<file path="src/rtl/core/ffba_pkg.sv">
package ffba_pkg;

   // Defaults for the top-level parameters
   localparam int MAX_BLOCKS_DEF   = 256;
   localparam int HEADER_BYTES_DEF = 12;
   localparam int HEAP_BYTES_DEF   = 1024 * 1024;

   // Fixed field widths
   localparam int SIZE_W  = 21;
   localparam int OFS_W   = 20;
   localparam int LIMIT_W = 21;
   localparam int STAT_W  = 3;

   localparam logic [LIMIT_W-1:0] LIMIT_RST = 21'd1048576;

   typedef enum logic {
      OP_ALLOC = 1'b0,
      OP_FREE  = 1'b1
   } op_type;

   typedef enum logic [STAT_W-1:0] {
      ST_REUSED   = 3'd0,
      ST_APPENDED = 3'd1,
      ST_ZERO     = 3'd2,
      ST_NOSPACE  = 3'd3,
      ST_FULL     = 3'd4,
      ST_FREED    = 3'd5,
      ST_NOTFOUND = 3'd6
   } status_type;

   typedef enum logic [1:0] {
      S_IDLE,
      S_SCAN,
      S_WAIT
   } fsm_state_type;

   // Controller to datapath
   typedef struct packed {
      logic load;
      logic scan;
      logic commit;
   } cmd_type;

   // Datapath to controller
   typedef struct packed {
      logic done;
   } sts_type;

endpackage

</file>
<file path="src/rtl/core/ffba_ctrl.sv">
module ffba_ctrl import ffba_pkg::*; (
   input  logic    clock,
   input  logic    reset,
   input  logic    req_tvalid,
   output logic    req_tready,
   input  logic    rsp_tready,
   output logic    rsp_tvalid,
   input  sts_type sts,
   output cmd_type cmd
);

   fsm_state_type state_ff, state_in;
   logic          rsp_valid_ff, rsp_valid_in;
   logic          out_free;

   assign out_free = !rsp_valid_ff || rsp_tready;

   // Next state
   always_comb begin
      state_in = state_ff;
      case (state_ff)
         S_IDLE: begin
            if (req_tvalid) begin
               state_in = S_SCAN;
            end
         end
         S_SCAN: begin
            if (sts.done) begin
               state_in = out_free ? S_IDLE : S_WAIT;
            end
         end
         S_WAIT: begin
            if (out_free) begin
               state_in = S_IDLE;
            end
         end
         default: state_in = S_IDLE;
      endcase
   end

   // Outputs
   always_comb begin
      req_tready = 1'b0;
      cmd        = '0;
      case (state_ff)
         S_IDLE: begin
            req_tready = 1'b1;
            cmd.load   = req_tvalid;
         end
         S_SCAN: begin
            cmd.scan   = !sts.done;
            cmd.commit = sts.done && out_free;
         end
         S_WAIT: begin
            cmd.commit = out_free;
         end
         default: begin
            req_tready = 1'b0;
         end
      endcase
   end

   // Hold the result until the sink takes it
   always_comb begin
      rsp_valid_in = rsp_valid_ff;
      if (cmd.commit) begin
         rsp_valid_in = 1'b1;
      end else if (rsp_tready) begin
         rsp_valid_in = 1'b0;
      end
   end

   always_ff @(posedge clock) begin
      if (reset) begin
         state_ff     <= S_IDLE;
         rsp_valid_ff <= 1'b0;
      end else begin
         state_ff     <= state_in;
         rsp_valid_ff <= rsp_valid_in;
      end
   end

   assign rsp_tvalid = rsp_valid_ff;

endmodule

</file>
<file path="config.mk">
export PLATFORM = sky130hd
export DESIGN_NAME = ffba_ctrl
export DESIGN_NICKNAME = d
export VERILOG_FILES = /design/src/rtl/core/ffba_pkg.sv /design/src/rtl/core/ffba_ctrl.sv
export SDC_FILE = /design/constraint.sdc
export NUM_CORES = 1
export LEC_CHECK = 0
export BUFFER_PORTS_ARGS = -buffer_cell sky130_fd_sc_hd__buf_2
export CORE_AREA = 8 8 45 47
export CTS_BUF_LIST = sky130_fd_sc_hd__clkbuf_4 sky130_fd_sc_hd__clkbuf_8
export DETAILED_ROUTE_END_ITERATION = 10
export DIE_AREA = 0 0 53 55
export GPL_TIMING_DRIVEN = 0
export SYNTH_ARGS = -nofsm -noshare
export SYNTH_HDL_FRONTEND = slang
export SYNTH_SLANG_ARGS = --single-unit
</file>
<file path="constraint.sdc">
create_clock -name clock -period 1.9 [get_ports clock]
set_clock_uncertainty 0.2 [all_clocks]
set_input_delay 0.095 -clock clock [delete_from_list [all_inputs] [get_ports clock]]
set_output_delay 0.095 -clock clock [all_outputs]
set_load 0.02 [all_outputs]
</file>
== Yosys cells after proc, flatten, opt, wreduce, memory -nomap -nowiden ==
Cells that the tools add are included.

* Flip-flop bits (word level): 3
* Logic and storage cells: 25

* Equal/unequal tests: 5
* Muxes and demuxes: 11
* Reduce and logical (&&, ||, !) cells: 7

{| class="wikitable"
|+ Operator list
! operator !! number
|-
| 2-to-1 mux 2 bit || 4
|-
| != test 2 bit (second input constant) || 3
|-
| case mux 2 bit (3 select lines) || 1
|-
| 2-to-1 mux 1 bit || 5
|-
| AND reduction 3 bit || 1
|-
| == test 2 x 1 -> 1 bit (second input constant) || 1
|-
| == test 2 bit (second input constant) || 1
|-
| logical NOT 1 bit || 2
|-
| logical NOT 2 bit || 1
|-
| case mux 1 bit (2 select lines) || 1
|-
| nonzero test 2 bit || 1
|-
| logical AND 1 bit || 1
|-
| logical OR 1 bit || 1
|}

== Longest topological paths before layout ==
Gate-level depths: netlist (run 1).

* Depth in word-level cells: 5
* Gate-level depth with buffers: 6
* Gate-level depth less buffers: 5

== Least setup slack after synthesis (run 1) ==
Ideal clock, no wire load.

* Path type: reg-to-reg
* From: register state_ff[0]
* To: register state_ff[0]
* Library setup time: 72 ps
* Arrival time: 1209 ps
* Required time: 1628 ps
* Slack: 419 ps
* Cell stages (with the launch flop): 5
* Cells stage by stage: dfxtp_1 inv_1 ha_1 a221oi_4 mux2i_1

* Longest elaborated chain between the ends: 3

{| class="wikitable"
|+ Ends and longest elaborated chain
! item !! line !! RTL
|-
| start: declaration || ffba_ctrl.sv:12 || <nowiki>fsm_state_type state_ff, state_in;</nowiki>
|-
| start signal: assignment || ffba_ctrl.sv:78 || <nowiki>state_ff <= state_in;</nowiki>
|-
| == test 2 bit (tied with other cells) || ffba_ctrl.sv:21 || <nowiki>case (state_ff)</nowiki>
|-
| != test 2 bit (no line) || n/a ||
|-
| AND reduction 3 bit (no line) || n/a ||
|}

Several ways; a longest one is shown, not always the timed one.
A chain may end at the register's enable or synchronous reset.

==> results of run 1 <==
final cells by class:
cell class,count,area (µm²)
fillers,160,1025
multi-input cells,18,175.2
clock buffers,4,30.03
well taps,16,20.02
flip-flops and latches,3,60.06
inverters,3,11.26
repair buffers,10,55.05
plain buffers,1,7.507
report_power, final:
group / internal, µW / leakage, µW / switching (µW)
sequential: 69.3 / 0.0000245 / 4.41
combinational: 47.8 / 0.000122 / 54.9
clock: 92.8 / 0.0000184 / 30.5
metal layers:
| metal | routed length [µm] | vias up |
|---|---|---|
| met5 | 0 | - |
| met4 | 0 | 0 |
| met3 | 39 | 0 |
| met2 | 280 | 4 |
| met1 | 183 | 104 |
| li1 | - | 114 |
state kept, by name, summed over array words and instances, names as in the netlist:
register / flops
rsp_tvalid: 1
state_ff: 2
critical path: stages, from the launching register on:
cell and delay, ns:
dfxtp_1 0.34, inv_1 0.07, ha_1 0.25, a21o_2 0.21, nand2_1 0.06, nor2_1 0.03
buf_4 0.12, buf_2 0.15
cell usage in the layout (no fill, tap or decap):
cell type / Yosys / final
buf_2: 0 / 9
clkbuf_4: 0 / 4
inv_1: 3 / 3
ha_1: 3 / 3
dfxtp_1: 3 / 3
nor2b_4: 2 / 2
nor2_1: 2 / 2
nand2b_1: 2 / 2
a21o_2: 1 / 1
nand2_1: 1 / 1
and2_1: 1 / 1
a221oi_4: 1 / 1
nand4bb_1: 1 / 1
a2111o_1: 1 / 1
o31ai_1: 1 / 1
mux2i_1: 1 / 1
a21oi_1: 1 / 1
buf_4: 1 / 1
dlygate4sd3_1: 0 / 1
path summary, 6_finish.rpt:
check / to / depth (start not counted)
setup / recovery: cmd[0] / 7
hold / removal: rsp_tvalid / 4
setup reg to reg: state_ff[1] / 5
hold reg to reg: state_ff[0] / 2
stage by stage:
stage | instances | instance area, µm² | utilization [%] | hold slack [ns]
global placement | 50 | 319.1 | 23.06 | 0.1268
global route | 55 | 359.1 | 25.95 | 0.05511
finish | 55 | 359.1 | 25.95 | 0.03557
detailed placement | 50 | 319.1 | 23.06 | 0.1267
floorplan | 25 | 254.0 | - | -0.03262
CTS | 55 | 359.1 | 25.95 | 0.02964
kinds of logic (layout without fill, tap and decap cells):
| logic type | count (synthesis) | in the layout | synth area share (%) |
|---|---|---|---|
| compound gates | 5 | 5 | 23.15 |
| fa+ha+maj | 3 | 3 | 14.78 |
| buf+inv | 4 | 18 | 7.390 |
| flops | 3 | 3 | 23.65 |
| mux | 1 | 1 | 3.941 |
| simple gates | 9 | 9 | 27.10 |
cells in the mapped netlist:
master,number
nand2b_1,2
nand2_1,1
a221oi_4,1
a2111o_1,1
and2_1,1
nand4bb_1,1
nor2_1,2
mux2i_1,1
ha_1,3
dfxtp_1,3
o31ai_1,1
a21oi_1,1
nor2b_4,2
buf_4,1
inv_1,3
a21o_2,1
timing repair:
| action | in CTS | in global routing |
|---|---|---|
| hold buffers | 1 | 0 |
| endpoints found under the hold margin | 3 | 0 |
| buffers inserted | 0 | 0 |
==> impl_results.md, run 1 <==
* P per Cell Area at 834.3 nW/µm²
* Worst Setup SP: state_ff[0]
* Worst slew margin at 85.53%
* Critical Path End Type: output port
* Worst Hold Class: input port to register
* Detailed-route wire length per cell at 9.127 µm
* Post-CTS Resized at 0
* Post-synth top area cell: dfxtp_1
* Max Clock Freq at 572.6 MHz
* Gpl congestion at 0.6646
* Seq cells post-synth at 3
* Met3 Resource Use GR at 2.674%
* Place WS at 0.3891 ns
* H-tree depth at 1
* CORE AREA at 1384 µm²
* Worst-Margin Slew at 0.2152 ns
* Reg2reg start: state_ff[0]
* Post-layout power at 299.6 µW
* Peak supply drop at 0.2663 mV
* Status: finished clean
* Area Growth Syn to Fin at 41.38%
* Worst Path Arrival at 1.45 ns
* FP Rows at 14
* Fraction of layout cells with a size suffix above 1 at 46.15%
* Global Route Usage Sum at 4.151%
* Initial drt markers at 0
* Worst Path Required at 1.60 ns
* Net count reported at finish at 48
* CTS buffer count at 3
* Drt drc at 0
* Clk sinks at 3
* Die Area at 2915 µm²
* Worst-path maximum fanout at 3
* Post-DP HPWL at 445.4 µm
* Via-to-Cell Ratio at 4.036
* R2r setup slk at 0.40 ns
* CTS root buf: clkbuf_4
* Setup TNS at 0 ns
* Pins Over Slew Limit at 0
* Synth top area cells: dfxtp_1, ha_1, nor2b_4
* Most Crowded Layer GR: met2
* Drt pass-1 iters at 1
* WS Path Type: register to output port
* Post-synthesis cell area at 254.0 µm²
* Worst-skew pair later-pin latency at 0.23 ns
* Syn Area/Cell at 10.16 µm²
* Clock slew at reported path FFs at 0.04 ns
* Final min period at 1.746 ns
* First-pass GRT wire length at 807 µm
* Post-Syn Instances at 25
* Synth warn at 0
* Max capacitance violation total at 0
* Final period utilization at 91.92%
* Unrepaired setup endpoints after global routing: false
* Setup slack after layout at 0.1535 ns
* Io pins at 10
* Routed Antenna Nets at 0
* Hold path start: rsp_tready
* Final WL at 502 µm
* Sequential area share after synthesis at 23.65%
* Clock Tree Buf Depth at 2
* Initial antenna violation count at 0
* Syn_nets at 33
* Overflow after GRT at 0
* Vert. Die Dim at 55 µm
* Leak at 0.0001651 µW
* Crit start category: register
* Vias in the first global route at 220
* Effective utilization at floorplan at 18.35%
* Port bufs at 9
* Inserted Diodes at 0
* Hold violation count in the final report at 0
* Unique masters post-synth at 16
* Setup violators final at 0
* Total number of vias at 222
* Die width at 53 µm
* CTS tree: built
* Met1 Use GR at 3.338%
* Synth top area share at 23.65%
* Largest net degree at the start of global routing at 6
* Met2 Resource Use GR at 6.250%
Power figures use the tool's default switching activity.
==> inputs of run 2 (changes only) <==
--- a/config.mk
+++ b/config.mk
@@ -5,12 +5,14 @@
 export SDC_FILE = /design/constraint.sdc
 export NUM_CORES = 1
 export LEC_CHECK = 0
+export ABC_AREA = 1
 export BUFFER_PORTS_ARGS = -buffer_cell sky130_fd_sc_hd__buf_2
 export CORE_AREA = 8 8 45 47
 export CTS_BUF_LIST = sky130_fd_sc_hd__clkbuf_4 sky130_fd_sc_hd__clkbuf_8
 export DETAILED_ROUTE_END_ITERATION = 10
 export DIE_AREA = 0 0 53 55
 export GPL_TIMING_DRIVEN = 0
+export RECOVER_POWER = 25
 export SYNTH_ARGS = -nofsm -noshare
 export SYNTH_HDL_FRONTEND = slang
 export SYNTH_SLANG_ARGS = --single-unit
==> run 2 against run 1 <==
Effect of this change:
- synthesized cell count is 44% higher
- non-clock buffer count is 1 higher
- design area is 4.9% lower
- sequential power is 14% higher
- count of clock-buffer cells in the layout stayed put
- power is 22% higher
- wire length is 4.2% higher
- cell count is 22% higher
- sequential share of layout area is 0.86 points higher
- critical endpoint unchanged
- largest cell class unchanged
- largest power group is now combinational logic
- highest routed layer is now met4
==> impl_results.md, run 2 <==
* Status: finished clean (unchanged)
* Fillcell total at 164 (was 160)
* Post-synthesis cell area at 227.7 µm² (was 254.0 µm²)
* Unique masters post-synth at 11 (was 16)
* Synth top area cells: dfxtp_1, ha_1, inv_1 (was dfxtp_1, ha_1, nor2b_4)
* Hold violation count in the final report at 0 (unchanged)
* Most Crowded Layer GR: met4 (was met2)
* Post-layout power at 365.4 µW (was 299.6 µW)
* Max capacitance violation total at 0 (unchanged)
* Setup violators final at 0 (unchanged)
* Total number of vias at 241 (was 222)
* H-tree depth at 1 (unchanged)
* Hold slack at 0.08703 ns (was 0.03557 ns)
* Main synth FF type: dfxtp_1 (unchanged)
* Max reg flops at 2 (unchanged)
* Largest net degree at the start of global routing at 5 (was 6)
* Worst Path Arrival at 1.44 ns (was 1.45 ns)
* Most frequent cell after synthesis: inv_1
* Peak supply drop at 0.2072 mV (was 0.2663 mV)
* Max incr delay on CP at 0.32 ns (was 0.34 ns)
* Die width at 53 µm (unchanged)
* Critical Path End Type: output port (unchanged)
* Detailed-route wire length per cell at 7.806 µm (was 9.127 µm)
* Synth warn at 0 (unchanged)
* P per Cell Area at 1070 nW/µm² (was 834.3 nW/µm²)
* Drt drc at 0 (unchanged)
* Via-to-Cell Ratio at 3.597 (was 4.036)
* Crit-path slowest cell: dfxtp_1 (unchanged)
* CORE AREA at 1384 µm² (unchanged)
* Hold depth at 5 (was 4)
* Overflow after GRT at 0 (unchanged)
* Inst Count DP at 61 (was 50)
* Fraction of layout cells with a size suffix above 1 at 29.41% (was 46.15%)
* Setup TNS at 0 ns (unchanged)
* Final period utilization at 91.15% (was 91.92%)
* Crit start category: register (unchanged)
* Worst-Margin Slew at 0.2562 ns (was 0.2152 ns)
* Worst Hold Class: input port to register (unchanged)
* P_sw at 136.8 µW (was 89.77 µW)
* FP Rows at 14 (unchanged)
* Routed Antenna Nets at 0 (unchanged)
* Syn_nets at 44 (was 33)
* Clock Tree Buf Depth at 2 (unchanged)
* Crit path top cell by count: inv_1
* Largest Register: state_ff (unchanged)
* Leak at 0.0002105 µW (was 0.0001651 µW)
* Worst Path Required at 1.60 ns (about the same)
* Number of flops mapped to enable cells by yosys at 0 (unchanged)
* Worst-path maximum fanout at 3 (unchanged)
* Die Area at 2915 µm² (unchanged)
* Sequential area share after synthesis at 26.37% (was 23.65%)
* Final min period at 1.732 ns (was 1.746 ns)
* Seq. cell area at 60.06 µm² (unchanged)
* Post-synth top area cell: dfxtp_1 (unchanged)
* Met2 Resource Use GR at 5.078% (was 6.250%)
* Fin cells at 67 (was 55)
* Post-DP HPWL at 445.5 µm (was 445.4 µm)
* CTS tree: built (unchanged)
* Worst path cell trace: inv_1 > ha_1 > nand2_1 > inv_1 > o21ai_1 > a21oi_1 > buf_4 > buf_2 (was inv_1 > ha_1 > a21o_2 > nand2_1 > nor2_1 > buf_4 > buf_2)
* Worst-skew pair later-pin latency at 0.23 ns (about the same)
* Io pins at 10 (unchanged)
* Clk sinks at 3 (unchanged)
* Area Growth Syn to Fin at 50.00% (was 41.38%)
* Final WL at 523 µm (was 502 µm)
* Final instance area at 341.6 µm² (was 359.1 µm²)
* R2R depth at 6 (was 5)
* Post-DP Area at 292.8 µm² (was 319.1 µm²)
* Net count reported at finish at 60 (was 48)
* Global Route Usage Sum at 4.483% (was 4.151%)
* First-pass GRT wire length at 834 µm (was 807 µm)
* Int Power at 228.6 µW (was 209.8 µW)
* Initial antenna violation count at 0 (unchanged)
* R2r setup slk at 0.60 ns (was 0.40 ns)
* Most frequent cells in the layout: inv_1, nand2_1, buf_2, nor2_1, clkbuf_4 (was buf_2, clkbuf_4, inv_1, ha_1, dfxtp_1)
* Commonest non-fill, non-tap cell in the layout: inv_1 (was buf_2)
* CTS buffer count at 3 (unchanged)
* Synth cell count leaders: inv_1, nand2_1, nor2_1 (was dfxtp_1, ha_1, inv_1)
* Logic pwr share at 42.7% (was 34.3%)
* Clock slew at reported path FFs at 0.04 ns (about the same)
* Pins Over Slew Limit at 0 (unchanged)
* Drt pass-1 iters at 4 (was 1)
* Gpl congestion at 0.6970 (was 0.6646)
* Post-Syn Instances at 36 (was 25)
* Vert. Die Dim at 55 µm (unchanged)
* Postcts setup bufs at 0 (unchanged)
* WS Path Type: register to output port (unchanged)
* Clock power frac at 34.3% (was 41.1%)
* Seq cells post-synth at 3 (unchanged)
* Net Sw Frac at 37.43% (was 29.96%)
* CTS root buf: clkbuf_4 (unchanged)
* Share of synthesized registers carrying an async set or reset at 0% (unchanged)
* Syn Area/Cell at 6.326 µm² (was 10.16 µm²)
* Max Clock Freq at 577.4 MHz (was 572.6 MHz)
* Worst slew margin at 82.99% (was 85.53%)
* Vias in the first global route at 214 (was 220)
* Multi-input gate area at 122.6 µm² (was 175.2 µm²)
* Met1 Use GR at 4.110% (was 3.338%)
* Synth top area share at 26.37% (was 23.65%)
* Port bufs at 9 (unchanged)
* Met3 Resource Use GR at 3.743% (was 2.674%)
* Unrepaired setup endpoints after global routing: false (unchanged)
* Effective utilization at floorplan at 16.46% (was 18.35%)
* Sequential share of power at 22.9% (was 24.6%)
* Initial drt markers at 4 (was 0)
* Inserted Diodes at 0 (unchanged)
==> run 2: cell types whose count changed after synthesis, sizes merged, moves of 2 or more <==
cell,before,now
nand3,0,2
nor2b,2,0
nor2,2,5
nand2,1,9
nand2b,2,0
inv,3,10
==> run 2: critical path: cells and delay by family (launching register included) <==
family	cells	cell delay, ns
AO/OA/AOI/OAI	2	0.22
AND/OR/NAND/NOR	1	0.07
flip-flops	1	0.32
adder cells (fa/ha/maj)	1	0.22
buffers and inverters	4	0.38
==> run 2: kinds of logic (layout without fill, tap and decap cells) <==
kind of cell	Yosys count	after routing	share of synthesized area, %
AO/OA/AOI/OAI	3	3	6.591
adder cells (fa/ha/maj)	3	3	16.49
buffers and inverters	11	26	19.78
flip-flops	3	3	26.37
AND/OR/NAND/NOR	16	16	30.77
==> run 2: worst paths after layout <==
path	from	end
setup / recovery	state_ff[1]	cmd[0]
hold / removal	sts	rsp_tvalid
setup reg to reg	state_ff[0]	state_ff[0]
hold reg to reg	rsp_tvalid	rsp_tvalid
==> run 2: what timing repair did <==
action	in CTS	in global routing
resized for setup	0	1
hold endpoints to repair	3	0
hold buffers	2	0
endpoints found under the setup margin	0	1
==> run 2: layout make-up <==
type	instances	share of cell area [%]
repair buffers	11	18.68
well taps	16	5.861
clock buffers	4	8.791
inverters	10	10.99
plain buffers	1	2.198
multi-input cells	22	35.90
flip-flops and latches	3	17.58
==> run 2: stage by stage <==
stage	utilization [%]	worst slack, ns
after floorplan	-	0.5476
after global placement	21.16	0.3404
after detailed placement	21.16	0.3285
after CTS	24.77	0.07217
after global routing	24.68	0.04975
final	24.68	0.1682
==> run 2: power groups by stage <==
stage | Combinational, µW | Clock [µW] | Sequential [µW]
after detailed placement | 156 | 0 | 84.8
after floorplan | 113 | 0 | 86.9
after global placement | 154 | 0 | 84.3
final | 156 | 125 | 83.7
after global routing | 180 | 136 | 85.3
after CTS | 159 | 131 | 83.9
==> run 2: metal layers <==
layer | up-vias | share of wire (%)
met3 | 4 | 14
li1 | 134 | -
met1 | 94 | 39
met2 | 9 | 41
met4 | 0 | 4.8
met5 | - | 0
==> inputs of run 3 (changes only) <==
--- a/config.mk
+++ b/config.mk
@@ -8,7 +8,7 @@
 export ABC_AREA = 1
 export BUFFER_PORTS_ARGS = -buffer_cell sky130_fd_sc_hd__buf_2
 export CORE_AREA = 8 8 45 47
-export CTS_BUF_LIST = sky130_fd_sc_hd__clkbuf_4 sky130_fd_sc_hd__clkbuf_8
+export CTS_BUF_LIST = sky130_fd_sc_hd__clkbuf_8
 export DETAILED_ROUTE_END_ITERATION = 10
 export DIE_AREA = 0 0 53 55
 export GPL_TIMING_DRIVEN = 0
==> run 3 against run 2 <==
Effect of this change:
- sequential power hardly changed
- count of clock-buffer cells in the layout is 1 lower
- cell count stayed put
- worst hold slack better by 0.020 ns
- sequential cell count stayed put
- largest cell class unchanged
- highest routed layer unchanged
==> impl_results.md, run 3 (same netlist as run 2, synthesis figures left out) <==
* Gpl congestion at 0.6970 (unchanged)
* Worst slew margin at 82.99% (about the same)
* Total number of vias at 238 (was 241)
* Status: finished clean (unchanged)
* Overflow after GRT at 0 (unchanged)
* Die Area at 2915 µm² (unchanged)
* Final period utilization at 90.02% (was 91.15%)
* Post-DP HPWL at 445.5 µm (unchanged)
* Max incr delay on CP at 0.31 ns (was 0.32 ns)
* WS Path Type: register to output port (unchanged)
* Inserted Diodes at 0 (unchanged)
* Worst Setup SP: state_ff[1] (unchanged)
* Pins Over Slew Limit at 0 (unchanged)
* WHS Endpoint: rsp_tvalid (unchanged)
* Area Growth Syn to Fin at 56.04% (was 50.00%)
* Setup violators final at 0 (unchanged)
* H-tree depth at 1 (unchanged)
* Largest Register: state_ff (unchanged)
* Hold path start: sts (unchanged)
* Hold violation count in the final report at 0 (unchanged)
* Global Route Usage Sum at 4.647% (was 4.483%)
* Die width at 53 µm (unchanged)
* CTS buffer count at 3 (unchanged)
* Crit path top cell by count: inv_1 (unchanged)
* Critical Path End Type: output port (unchanged)
* Port bufs at 9 (unchanged)
* Io pins at 10 (unchanged)
* Routed Antenna Nets at 0 (unchanged)
* Clk sinks at 3 (unchanged)
* Via-to-Cell Ratio at 3.552 (was 3.597)
* Setup TNS at 0 ns (unchanged)
* Initial drt markers at 3 (was 4)
* CTS root buf: clkbuf_8 (was clkbuf_4)
* CTS tree: built (unchanged)
* P per Cell Area at 1170 nW/µm² (was 1070 nW/µm²)
* RR Endpoint: state_ff[0] (unchanged)
* Worst Path Required at 1.60 ns (about the same)
* Drt drc at 0 (unchanged)
* Hold depth at 5 (unchanged)
* Max capacitance violation total at 0 (unchanged)
* Crit-path slowest cell: dfxtp_1 (unchanged)
* Commonest non-fill, non-tap cell in the layout: inv_1 (unchanged)
* Vert. Die Dim at 55 µm (unchanged)
* FP Rows at 14 (unchanged)
* Fraction of layout cells with a size suffix above 1 at 25.49% (was 29.41%)
* Initial antenna violation count at 0 (unchanged)
* Fin cells at 67 (unchanged)
* Peak supply drop at 0.3518 mV (was 0.2072 mV)
* Final WL at 545 µm (was 523 µm)
* Worst path cell trace: inv_1 > ha_1 > nand2_1 > inv_1 > o21ai_1 > a21oi_1 > buf_4 > buf_2 (unchanged)
* Max Clock Freq at 584.7 MHz (was 577.4 MHz)
* Drt pass-1 iters at 4 (unchanged)
* Worst path bufs/invs at 4 (unchanged)
* Worst-Margin Slew at 0.2562 ns (about the same)
* Inst Count DP at 61 (unchanged)
* Vias in the first global route at 212 (was 214)
* Crit start category: register (unchanged)
* Final min period at 1.710 ns (was 1.732 ns)
* Largest net degree at the start of global routing at 5 (unchanged)
* Max reg flops at 2 (unchanged)
* Leak at 0.0002167 µW (was 0.0002105 µW)
* R2R depth at 6 (unchanged)
* Worst-path maximum fanout at 3 (unchanged)
* Worst-skew pair later-pin latency at 0.21 ns (was 0.23 ns)
* Most frequent cells in the layout: inv_1, nand2_1, buf_2, nor2_1 (was inv_1, nand2_1, buf_2, nor2_1, clkbuf_4)
* Detailed-route wire length per cell at 8.134 µm (was 7.806 µm)
* Unrepaired setup endpoints after global routing: false (unchanged)
* Net count reported at finish at 60 (unchanged)
* Worst Hold Class: input port to register (unchanged)
* First-pass GRT wire length at 862 µm (was 834 µm)
* Worst Path Arrival at 1.42 ns (was 1.44 ns)
* Reg2reg start: state_ff[0] (unchanged)
* Effective utilization at floorplan at 16.46% (unchanged)
* R2r setup slk at 0.60 ns (about the same)
* Clock slew at reported path FFs at 0.03 ns (was 0.04 ns)
* Clock Tree Buf Depth at 2 (unchanged)
* Top Family by Delay on Critical Path: buffers and inverters (unchanged)
* CORE AREA at 1384 µm² (unchanged)
==> run 3: cell count changes in the layout (fill, tap and decap cells not counted) <==
cell      delta
inv_1        +1
buf_2        -1
clkbuf_4     -4
clkbuf_1     +1
clkbuf_8     +3
==> run 3: how the worst max path moves through the flow <==
stage                   to  cells past startpoint
detailed placement  cmd[0]                      8
global placement    cmd[0]                      8
finish              cmd[0]                      8
CTS                 cmd[0]                      8
global route        cmd[0]                      8
floorplan           cmd[0]                      7
==> run 3: routing by layer <==
metal / vias to the layer above / global-route usage [%] / wire length [µm] / part of all wire (%)
li1: 134 / - / - / -
met1: 91 / 4.414 / 232 / 43
met2: 9 / 5.273 / 221 / 41
met3: 4 / 3.743 / 60 / 11
met4: 0 / 6.466 / 30 / 5.5
met5: - / 0 / 0 / 0
==> run 3: area by class of cell <==
class,instances,area [µm²]
Tap cell,16,20.02
Timing Repair Buffer,11,62.56
Buffer,1,7.507
Inverter,10,37.54
Multi-Input combinational cell,22,122.6
Fill cell,166,1028
Sequential cell,3,60.06
Clock inverter,1,3.754
Clock buffer,3,41.29
==> run 3: timing repair <==
| item | 4_1_cts | 5_1_grt |
|---|---|---|
| endpoints found under the setup margin | 0 | 1 |
| setup buffers | 0 | 0 |
| hold endpoints to repair | 3 | 0 |
| resized for setup | 0 | 1 |
| hold buffers | 2 | 0 |
==> run 3: through the flow <==
stage / hold slack [ns] / util [%] / worst slack [ns] / instance area [µm²] / power, µW
after floorplan: -0.03593 / - / 0.5476 / 227.7 / 199.6
after global placement: 0.07134 / 21.16 / 0.3404 / 292.8 / 238.6
after detailed placement: 0.09524 / 21.16 / 0.3285 / 292.8 / 240.3
after CTS: 0.1514 / 25.86 / 0.09504 / 357.8 / 426.8
after global routing: 0.1431 / 25.68 / 0.07475 / 355.3 / 454.5
final: 0.1073 / 25.68 / 0.1897 / 355.3 / 415.8
==> run 3: report_power, final <==
part           total, µW  internal (µW)  leakage (µW)  switching (µW)
clock                177            137     0.0000269            40.1
sequential          83.8           76.4     0.0000247            7.43
combinational        155           57.4      0.000165            97.1
total                416            271      0.000217             145
==> run 3: tightest hold or removal path: stages <==
cell and delay (ns):
buf_2 0.09, nand2_1 0.04, inv_1 0.04, o21ai_1 0.07
a21oi_1 0.14
